**config.mk**
```make
export PLATFORM = sky130hd
export DESIGN_NAME = dhcp_client_lease_machine_core
export DESIGN_NICKNAME = d
export VERILOG_FILES = /design/src/rtl/dhcpc_pkg.sv /design/src/rtl/dhcpc_rsp_fifo.sv /design/src/rtl/dhcp_client_lease_machine_core.sv
export SDC_FILE = /design/constraint.sdc
export NUM_CORES = 2
export LEC_CHECK = 0
export ABC_AREA = 1
export BUFFER_PORTS_ARGS = -buffer_cell sky130_fd_sc_hd__buf_2
export CAP_MARGIN = 10
export CORE_MARGIN = 2
export CORE_UTILIZATION = 40
export DETAILED_ROUTE_END_ITERATION = 8
export HOLD_SLACK_MARGIN = 0.08
export PLACE_DENSITY = 0.56
export SYNTH_ARGS = -nofsm -noshare
export SYNTH_HDL_FRONTEND = slang
export SYNTH_SLANG_ARGS = --single-unit
```
**constraint.sdc**
```tcl
create_clock -name clock -period 41.6 [get_ports clock]
set_clock_uncertainty 0.05 [all_clocks]
set_input_delay 10.4 -clock clock [delete_from_list [all_inputs] [get_ports clock]]
set_output_delay 10.4 -clock clock [all_outputs]
set_load 0.005 [all_outputs]
```
**src/rtl/dhcpc_pkg.sv**
```systemverilog
package dhcpc_pkg;

   localparam int unsigned RSP_FIFO_DEPTH = 4;

   localparam logic [31:0] RESET_DEFAULT_MASK  = 32'hFFFF_FF00;
   localparam logic [31:0] RESET_DEFAULT_LEASE = 32'd3600;
   localparam logic [7:0]  RESET_INITIAL_WAIT  = 8'd2;
   localparam logic [7:0]  RESET_MAX_WAIT      = 8'd32;
   localparam logic [7:0]  RESET_REQ_INTERVAL  = 8'd4;
   localparam logic [7:0]  RESET_REQ_TRIES     = 8'd3;
   localparam logic [7:0]  COUNT_MAX           = 8'hFF;

   typedef enum logic [2:0] {
      EV_TICK    = 3'd0,
      EV_LINK_UP = 3'd1,
      EV_OFFER   = 3'd2,
      EV_ACK     = 3'd3,
      EV_NAK     = 3'd4
   } event_type;

   typedef enum logic [1:0] {
      PH_NO_LINK  = 2'd0,
      PH_DISCOVER = 2'd1,
      PH_REQUEST  = 2'd2,
      PH_BOUND    = 2'd3
   } phase_type;

   typedef enum logic [1:0] {
      ACT_NONE       = 2'd0,
      ACT_DISCOVER   = 2'd1,
      ACT_REQ_SELECT = 2'd2,
      ACT_REQ_RENEW  = 2'd3
   } action_type;

   typedef enum logic [2:0] {
      CSR_DEFAULT_MASK  = 3'd0,
      CSR_DEFAULT_LEASE = 3'd1,
      CSR_INITIAL_WAIT  = 3'd2,
      CSR_MAX_WAIT      = 3'd3,
      CSR_REQ_INTERVAL  = 3'd4,
      CSR_REQ_TRIES     = 3'd5
   } csr_type;

   typedef struct packed {
      action_type  action;
      logic        new_transaction;
      logic [31:0] request_address;
      logic [31:0] request_server;
      phase_type   client_phase;
      logic [31:0] bound_address;
      logic [31:0] subnet_mask;
      logic [31:0] router_address;
      logic [31:0] dns_address;
      logic [31:0] time_server;
      logic        last;
   } rsp_type;

   // renewal marks every 10 s below one minute
   function automatic logic renew_mark(input logic [31:0] left);
      renew_mark = (left == 32'd10) || (left == 32'd20) || (left == 32'd30) ||
                   (left == 32'd40) || (left == 32'd50);
   endfunction

endpackage

```
**src/rtl/dhcpc_rsp_fifo.sv**
```systemverilog
module dhcpc_rsp_fifo #(
   parameter int unsigned DEPTH = 4
) (
   input  logic                clock,
   input  logic                reset,
   input  logic                push_en,
   input  logic                push_two,
   input  dhcpc_pkg::rsp_type  push_data0,
   input  dhcpc_pkg::rsp_type  push_data1,
   output logic                room,
   input  logic                pop,
   output logic                head_valid,
   output dhcpc_pkg::rsp_type  head_data
);
   import dhcpc_pkg::*;

   localparam int unsigned PW = (DEPTH > 1) ? $clog2(DEPTH) : 1;
   localparam int unsigned CW = $clog2(DEPTH + 1);

   rsp_type          mem_ff [DEPTH];
   logic [PW-1:0]    wr_ptr_ff, wr_ptr_in, wr_ptr_nx;
   logic [PW-1:0]    rd_ptr_ff, rd_ptr_in;
   logic [CW-1:0]    count_ff, count_in;

   function automatic logic [PW-1:0] ptr_inc(input logic [PW-1:0] p);
      ptr_inc = (p == PW'(DEPTH - 1)) ? '0 : p + 1'b1;
   endfunction

   assign wr_ptr_nx  = ptr_inc(wr_ptr_ff);
   assign room       = (count_ff <= CW'(DEPTH - 2));
   assign head_valid = (count_ff != '0);
   assign head_data  = mem_ff[rd_ptr_ff];

   always_comb begin
      wr_ptr_in = wr_ptr_ff;
      rd_ptr_in = rd_ptr_ff;
      count_in  = count_ff;
      if (push_en) begin
         wr_ptr_in = push_two ? ptr_inc(wr_ptr_nx) : wr_ptr_nx;
         count_in  = count_in + (push_two ? CW'(2) : CW'(1));
      end
      if (pop) begin
         rd_ptr_in = ptr_inc(rd_ptr_ff);
         count_in  = count_in - CW'(1);
      end
   end

   always_ff @(posedge clock) begin
      if (reset) begin
         wr_ptr_ff <= '0;
         rd_ptr_ff <= '0;
         count_ff  <= '0;
      end else begin
         wr_ptr_ff <= wr_ptr_in;
         rd_ptr_ff <= rd_ptr_in;
         count_ff  <= count_in;
      end
   end

   always_ff @(posedge clock) begin
      for (int i = 0; i < DEPTH; i++) begin
         if (push_en && (wr_ptr_ff == PW'(i))) begin
            mem_ff[i] <= push_data0;
         end
         if (push_en && push_two && (wr_ptr_nx == PW'(i))) begin
            mem_ff[i] <= push_data1;
         end
      end
   end

   assert property (@(posedge clock) disable iff (reset) count_ff <= CW'(DEPTH))
      else $error("response fifo overfilled");
   assert property (@(posedge clock) disable iff (reset) pop |-> head_valid)
      else $error("response fifo popped while empty");
   assert property (@(posedge clock) disable iff (reset)
                    push_en |-> room)
      else $error("response fifo written without room for two words");

endmodule

```
**src/rtl/dhcp_client_lease_machine_core.sv**
```systemverilog
// DHCP client lease sequencer.
// Request channel (req_*): one event word per handshake: a one-second tick,
// link up, or a parsed OFFER, ACK or NAK. A word is taken at a clock edge
// with req_valid high and req_stall low.
// Response channel (rsp_*): each event word yields one or two words; rsp_last
// marks the final one. A bound-phase tick that both renews and hits lease
// expiry yields two words (renew request, then a fresh discover).
// Path: the event is registered on acceptance, stepped once the response queue
// has room, and its response words are presented from the queue head.
// Throughput: one event word per cycle; the limit is the response queue,
// which must hold room for two words before the registered event is stepped.
// When the receiver stalls, responses collect in the queue (RSP_DEPTH words)
// and req_stall rises while an event is held and fewer than two entries are free.
// Configuration (csr_*): a write at any edge with csr_write high; the user must
// change registers only while no event is in flight; the block does not enforce this.
// Reset (synchronous, active high) empties the queue and the event register,
// puts the client in the no-link phase and loads register defaults.
module dhcp_client_lease_machine_core #(
   parameter int unsigned RSP_DEPTH = dhcpc_pkg::RSP_FIFO_DEPTH
) (
   input  logic        clock,
   input  logic        reset,
   input  logic        csr_write,
   input  logic [2:0]  csr_index,
   input  logic [31:0] csr_data,
   input  logic        req_valid,
   output logic        req_stall,
   input  logic [2:0]  req_type,
   input  logic [31:0] req_your_address,
   input  logic [31:0] req_server_option,
   input  logic [31:0] req_next_server,
   input  logic [31:0] req_mask_option,
   input  logic [31:0] req_router_option,
   input  logic [31:0] req_dns_option,
   input  logic [31:0] req_time_option,
   input  logic [31:0] req_lease_option,
   output logic        rsp_valid,
   input  logic        rsp_stall,
   output logic [1:0]  rsp_action,
   output logic        rsp_new_transaction,
   output logic [31:0] rsp_request_address,
   output logic [31:0] rsp_request_server,
   output logic [1:0]  rsp_client_phase,
   output logic [31:0] rsp_bound_address,
   output logic [31:0] rsp_subnet_mask,
   output logic [31:0] rsp_router_address,
   output logic [31:0] rsp_dns_address,
   output logic [31:0] rsp_time_server,
   output logic        rsp_last
);
   import dhcpc_pkg::*;

   // configuration
   logic [31:0] def_mask_ff, def_lease_ff;
   logic [7:0]  init_wait_ff, max_wait_ff, req_interval_ff, req_tries_ff;

   // registered event word
   logic        ev_valid_ff;
   logic [2:0]  ev_type_ff;
   logic [31:0] ev_yiaddr_ff, ev_server_ff, ev_mask_ff, ev_router_ff;
   logic [31:0] ev_dns_ff, ev_time_ff, ev_lease_ff;

   // client state
   phase_type   phase_ff, phase_in;
   logic        link_ff, link_in;
   logic [31:0] seconds_ff, seconds_in;
   logic [31:0] deadline_ff, deadline_in;
   logic [7:0]  backoff_ff, backoff_in;
   logic [7:0]  attempts_ff, attempts_in;
   logic [31:0] lease_total_ff, lease_total_in;
   logic [31:0] lease_left_ff, lease_left_in;
   logic [31:0] offered_ff, offered_in;
   logic [31:0] server_ff, server_in;
   logic [31:0] own_ff, own_in;
   logic [31:0] mask_ff, mask_in;
   logic [31:0] router_ff, router_in;
   logic [31:0] dns_ff, dns_in;
   logic [31:0] ntp_ff, ntp_in;

   logic        step_go;
   logic        q_room;
   logic        q_pop;
   logic        do_restart;
   logic        do_renew;
   logic        do_emit;
   action_type  emit_action;
   logic [31:0] emit_addr, emit_server;
   logic [7:0]  attempts_bump;
   logic [8:0]  backoff_dbl;
   logic [31:0] lease_dec;
   rsp_type     word0, word1, head;

   assign step_go   = ev_valid_ff && q_room;
   assign req_stall = ev_valid_ff && !q_room;

   always_ff @(posedge clock) begin
      if (reset) begin
         def_mask_ff     <= RESET_DEFAULT_MASK;
         def_lease_ff    <= RESET_DEFAULT_LEASE;
         init_wait_ff    <= RESET_INITIAL_WAIT;
         max_wait_ff     <= RESET_MAX_WAIT;
         req_interval_ff <= RESET_REQ_INTERVAL;
         req_tries_ff    <= RESET_REQ_TRIES;
      end else if (csr_write) begin
         case (csr_type'(csr_index))
            CSR_DEFAULT_MASK:  def_mask_ff     <= csr_data;
            CSR_DEFAULT_LEASE: def_lease_ff    <= csr_data;
            CSR_INITIAL_WAIT:  init_wait_ff    <= csr_data[7:0];
            CSR_MAX_WAIT:      max_wait_ff     <= csr_data[7:0];
            CSR_REQ_INTERVAL:  req_interval_ff <= csr_data[7:0];
            CSR_REQ_TRIES:     req_tries_ff    <= csr_data[7:0];
            default: ;
         endcase
      end
   end

   always_ff @(posedge clock) begin
      if (reset) begin
         ev_valid_ff <= 1'b0;
      end else if (!req_stall) begin
         ev_valid_ff <= req_valid;
      end
   end

   always_ff @(posedge clock) begin
      if (req_valid && !req_stall) begin
         ev_type_ff   <= req_type;
         ev_yiaddr_ff <= req_your_address;
         ev_server_ff <= (req_server_option != '0) ? req_server_option : req_next_server;
         ev_mask_ff   <= req_mask_option;
         ev_router_ff <= req_router_option;
         ev_dns_ff    <= req_dns_option;
         ev_time_ff   <= req_time_option;
         ev_lease_ff  <= req_lease_option;
      end
   end

   assign attempts_bump = (attempts_ff == COUNT_MAX) ? attempts_ff : attempts_ff + 8'd1;
   assign backoff_dbl   = {backoff_ff, 1'b0};
   assign lease_dec     = (lease_left_ff != '0) ? lease_left_ff - 32'd1 : lease_left_ff;

   always_comb begin
      phase_in       = phase_ff;
      link_in        = link_ff;
      seconds_in     = seconds_ff;
      deadline_in    = deadline_ff;
      backoff_in     = backoff_ff;
      attempts_in    = attempts_ff;
      lease_total_in = lease_total_ff;
      lease_left_in  = lease_left_ff;
      offered_in     = offered_ff;
      server_in      = server_ff;
      own_in         = own_ff;
      mask_in        = mask_ff;
      router_in      = router_ff;
      dns_in         = dns_ff;
      ntp_in         = ntp_ff;
      do_restart     = 1'b0;
      do_renew       = 1'b0;
      do_emit        = 1'b0;
      emit_action    = ACT_NONE;
      emit_addr      = '0;
      emit_server    = '0;

      case (event_type'(ev_type_ff))
         EV_TICK: begin
            seconds_in = seconds_ff + 32'd1;
            if (link_ff) begin
               if (phase_ff == PH_DISCOVER && seconds_in >= deadline_ff) begin
                  attempts_in = attempts_bump;
                  if (backoff_ff < max_wait_ff) begin
                     backoff_in = backoff_dbl[8] ? COUNT_MAX : backoff_dbl[7:0];
                  end
                  deadline_in = seconds_in + {24'd0, backoff_in};
                  do_emit     = 1'b1;
                  emit_action = ACT_DISCOVER;
               end else if (phase_ff == PH_REQUEST && seconds_in >= deadline_ff) begin
                  attempts_in = attempts_bump;
                  if (attempts_bump > req_tries_ff) begin
                     do_restart = 1'b1;
                  end else begin
                     deadline_in = seconds_in + {24'd0, req_interval_ff};
                     do_emit     = 1'b1;
                     emit_action = ACT_REQ_SELECT;
                     emit_addr   = offered_ff;
                     emit_server = server_ff;
                  end
               end else if (phase_ff == PH_BOUND) begin
                  lease_left_in = lease_dec;
                  do_renew      = (lease_dec == {1'b0, lease_total_ff[31:1]}) ||
                                  renew_mark(lease_dec);
                  do_restart    = (lease_dec == '0);
               end
            end
         end
         EV_LINK_UP: begin
            link_in    = 1'b1;
            do_restart = 1'b1;
         end
         EV_OFFER: begin
            if (phase_ff == PH_DISCOVER) begin
               offered_in  = ev_yiaddr_ff;
               server_in   = ev_server_ff;
               phase_in    = PH_REQUEST;
               attempts_in = 8'd1;
               deadline_in = seconds_ff + {24'd0, req_interval_ff};
               do_emit     = 1'b1;
               emit_action = ACT_REQ_SELECT;
               emit_addr   = ev_yiaddr_ff;
               emit_server = ev_server_ff;
            end
         end
         EV_ACK: begin
            if (phase_ff == PH_REQUEST || phase_ff == PH_BOUND) begin
               own_in         = ev_yiaddr_ff;
               mask_in        = (ev_mask_ff != '0) ? ev_mask_ff : def_mask_ff;
               router_in      = ev_router_ff;
               dns_in         = ev_dns_ff;
               ntp_in         = ev_time_ff;
               lease_total_in = (ev_lease_ff != '0) ? ev_lease_ff : def_lease_ff;
               lease_left_in  = lease_total_in;
               phase_in       = PH_BOUND;
            end
         end
         EV_NAK: begin
            do_restart = link_ff;
         end
         default: ;
      endcase

      if (do_restart) begin
         phase_in    = PH_DISCOVER;
         own_in      = '0;
         backoff_in  = init_wait_ff;
         attempts_in = 8'd1;
         deadline_in = seconds_in + {24'd0, init_wait_ff};
      end
   end

   // word0: renew (pre-restart status), else restart/emit/quiet word
   always_comb begin
      word1.action          = ACT_DISCOVER;
      word1.new_transaction = 1'b1;
      word1.request_address = '0;
      word1.request_server  = '0;
      word1.client_phase    = phase_in;
      word1.bound_address   = own_in;
      word1.subnet_mask     = mask_in;
      word1.router_address  = router_in;
      word1.dns_address     = dns_in;
      word1.time_server     = ntp_in;
      word1.last            = 1'b1;

      word0 = word1;
      if (do_renew) begin
         word0.action          = ACT_REQ_RENEW;
         word0.new_transaction = 1'b0;
         word0.request_address = own_ff;
         word0.client_phase    = phase_ff;
         word0.bound_address   = own_ff;
         word0.last            = !do_restart;
      end else if (!do_restart) begin
         word0.action          = do_emit ? emit_action : ACT_NONE;
         word0.new_transaction = 1'b0;
         word0.request_address = emit_addr;
         word0.request_server  = emit_server;
      end
   end

   always_ff @(posedge clock) begin
      if (reset) begin
         phase_ff    <= PH_NO_LINK;
         link_ff     <= 1'b0;
         seconds_ff  <= '0;
         deadline_ff <= '0;
         backoff_ff  <= RESET_INITIAL_WAIT;
         attempts_ff <= '0;
         lease_total_ff <= '0;
         lease_left_ff  <= '0;
         offered_ff  <= '0;
         server_ff   <= '0;
         own_ff      <= '0;
         mask_ff     <= '0;
         router_ff   <= '0;
         dns_ff      <= '0;
         ntp_ff      <= '0;
      end else if (step_go) begin
         phase_ff    <= phase_in;
         link_ff     <= link_in;
         seconds_ff  <= seconds_in;
         deadline_ff <= deadline_in;
         backoff_ff  <= backoff_in;
         attempts_ff <= attempts_in;
         lease_total_ff <= lease_total_in;
         lease_left_ff  <= lease_left_in;
         offered_ff  <= offered_in;
         server_ff   <= server_in;
         own_ff      <= own_in;
         mask_ff     <= mask_in;
         router_ff   <= router_in;
         dns_ff      <= dns_in;
         ntp_ff      <= ntp_in;
      end
   end

   assign q_pop = rsp_valid && !rsp_stall;

   dhcpc_rsp_fifo #(
      .DEPTH (RSP_DEPTH)
   ) u_rsp_fifo (
      .clock      (clock),
      .reset      (reset),
      .push_en    (step_go),
      .push_two   (do_renew && do_restart),
      .push_data0 (word0),
      .push_data1 (word1),
      .room       (q_room),
      .pop        (q_pop),
      .head_valid (rsp_valid),
      .head_data  (head)
   );

   assign rsp_action          = head.action;
   assign rsp_new_transaction = head.new_transaction;
   assign rsp_request_address = head.request_address;
   assign rsp_request_server  = head.request_server;
   assign rsp_client_phase    = head.client_phase;
   assign rsp_bound_address   = head.bound_address;
   assign rsp_subnet_mask     = head.subnet_mask;
   assign rsp_router_address  = head.router_address;
   assign rsp_dns_address     = head.dns_address;
   assign rsp_time_server     = head.time_server;
   assign rsp_last            = head.last;

   assert property (@(posedge clock) disable iff (reset)
                    (phase_ff != PH_NO_LINK) |-> link_ff)
      else $error("client left no-link phase without link");
   assert property (@(posedge clock) disable iff (reset)
                    (phase_ff != PH_BOUND) |-> (own_ff == '0))
      else $error("own address held outside bound phase");
   assert property (@(posedge clock) disable iff (reset)
                    (phase_ff == PH_DISCOVER || phase_ff == PH_REQUEST) |-> (attempts_ff != '0))
      else $error("attempt count zero while soliciting");
   assert property (@(posedge clock) disable iff (reset)
                    (step_go && do_renew && do_restart) |=> (phase_ff == PH_DISCOVER))
      else $error("double word step did not restart discovery");

endmodule
```
==> reports/metrics.cfg <==
[synth]
synth.area.top_cells=edfxtp_1 (44%), dfxtp_1 (15%), o21ai_0 (7.5%)
synth_top_area_cell=edfxtp_1
synth_top_area_share_pct=43.9
yosysWarnings=0
syn_avg_cell_area_um2=8.95
ys_types=53
synth_top_flop_cell=edfxtp_1
synth_edf_count=1079
syn_area_mm2=0.0738
async_flop_share_pct=0
synthCells=8255
syn_nets=8641
ys_ff_latch=1623
ys_seq_area_share_pct=58.6

[grt]
overflow=0
antenna_found_initial=45
grt_max_degree=222
grt_pass1_vias=56200
grt_pass1_wl_um=353000
grt.total_usage_pct=24.8

[cts]
cts_tree=yes
cts-resized-gates=0
cts-root-buf=clkbuf_16
holdBufCountCts=0
clock_path_buffers=3
clk_pin_slew_worst_paths_ns=0.06
clock_sinks=1623
htree_levels=4
tritoncts.num_buffers=180
clkLatencyLatePin_ns=0.83
post_cts_buffers=0

[timing]
setup_violations=0
finalCritPeriodShare_pct=35.5
layout_setup_ws_ns=26.84
grt_setup_unrepaired=false
fin_setup_tns_ns=0
slew_viol_final=0
worst_pin_slew_ns=1.31
slew_headroom_pct=12.5
period_minus_slack_ns=14.76
final-hold-violation-count=0
clock.fmax_ghz=0.0677

[power_and_ir_drop]
ir_drop_mv=0.0356
power_density_mw_per_mm2=51.2
p_leak_nw=33.7
fin_total_pwr_mw=4.32

[route]
vias=59000
drt_iter0_markers=5142
detail-route-antenna-nets=0
first_pass_iters=6
viasPerCell=5.25
drc_errors=0
wl_per_cell_um=21.3
wl_um=239000

[layout]
top_register=u_rsp_fifo.mem_ff
final_cell_mix=nand2_1 (1364), nor2_1 (1347), o21ai_0 (1102)
syn_to_final_growth_pct=14.4
largest_reg_flops=920
layout.nets=8954
drive_gt1_share_pct=10.8
final_common_cell=nand2_1

[floorplanning]
core_area_mm2=0.183
io_pins=531
dieArea_mm2=0.188
row_count=157
die_h_um=434
initial_core_util_pct=40.3
fp.dieW_um=434

[worst_setup_path]
critPathLaunchType=register
end_kind=output port
path_delay_family=buffers and inverters
max_stage_delay_ns=0.78
path_common_cell=buf_4
worstPathArrival_ns=4.31
setup.worst_path.class=register to output port
worst-path-buf-inv=4
crit_required_ns=31.15
slowest_stage=inv_8
crit_path_cell_trace=inv_8, buf_4, buf_4, o21ai_0, o22ai_1, buf_2
cp_max_fo=163

[place]
place_worst_setup_slack_ns=27.71
hpwl_um=152000
gp_congestion=0.922
io_buffers=530

[run_status]
run_status=finished, final reports clean

[job]
drv_cap=0

[hold_path]
min_path_type=register to register

stage by stage:
step / area, um^2 / hold slack, ns / util (%) / std cells
6_report: 84500 / 0.390 / 46.1 / 11200
5_1_grt: 84500 / 0.407 / 46.1 / 11200
4_1_cts: 84400 / 0.393 / 46.0 / 11200
3_5_place_dp: 78400 / 0.377 / 42.8 / 10800
3_3_place_gp: 78400 / 0.372 / 42.8 / 10800
2_1_floorplan: 73800 / 0.364 / - / 8255
cell usage after synthesis, drive strengths merged (65+ instances only):
cell type	number
a211oi	97
a21oi	354
a22o	84
buf	108
clkbuf	364
dfxtp	544
edfxtp	1079
ha	83
inv	941
nand2	1380
nand3	183
nand4	65
nor2	1369
o21ai	1117
o22ai	222
xor2	65
final cells by class:
| type | instances | area (um^2) |
|---|---|---|
| Antenna cell | 33 | 82.6 |
| Fill cell | 17600 | 98800 |
| Clock inverter | 88 | 872 |
| Tap cell | 2464 | 3080 |
| Multi-Input combinational cell | 5214 | 25200 |
| Inverter | 946 | 3580 |
| Sequential cell | 1623 | 43300 |
| Clock buffer | 253 | 5080 |
| Timing Repair Buffer | 603 | 3290 |
path summary, 6_finish.rpt:
| path | end | slack [ns] | from | depth (start not counted) |
|---|---|---|---|---|
| setup reg to reg | u_rsp_fifo.mem_ff[3][82] | 32.99 | seconds_ff[0] | 27 |
| setup / recovery | rsp_router_address[2] | 26.84 | register | 6 |
| hold reg to reg | u_rsp_fifo.mem_ff[2][182] | 0.39 | u_rsp_fifo.mem_ff[2][182] | 2 |
| hold / removal | u_rsp_fifo.mem_ff[2][182] | 0.39 | u_rsp_fifo.mem_ff[2][182] | 2 |
routing by layer:
metal	track usage, %	wire [um]	part of all wire, %
met1	31.6	99900	42
met5	0	55	0.023
met3	3.29	13500	5.6
met2	41.4	114000	48
met4	12.2	11900	5.0
kinds of logic after synthesis:
group                      share of synthesized area [%]
AOI/OAI and AO/OA                                   15.0
xor gates and xnor gates                           0.925
adders and majority gates                           1.51
buffers and inverters                               7.42
DFF                                                 58.6
and+or+nand+nor                                     16.5
power breakdown:
part	total [mW]	switching, mW	internal [mW]
combinational	0.857	0.602	0.255
sequential	1.87	0.0487	1.82
clock	1.60	0.677	0.924
total	4.32	1.33	3.00
worst min-delay path: cells and delay by family (launching register included):
kind          cells  cell delay (ns)
simple gates      2             0.09
flops             1             0.32
Power figures use the tool's default switching activity.
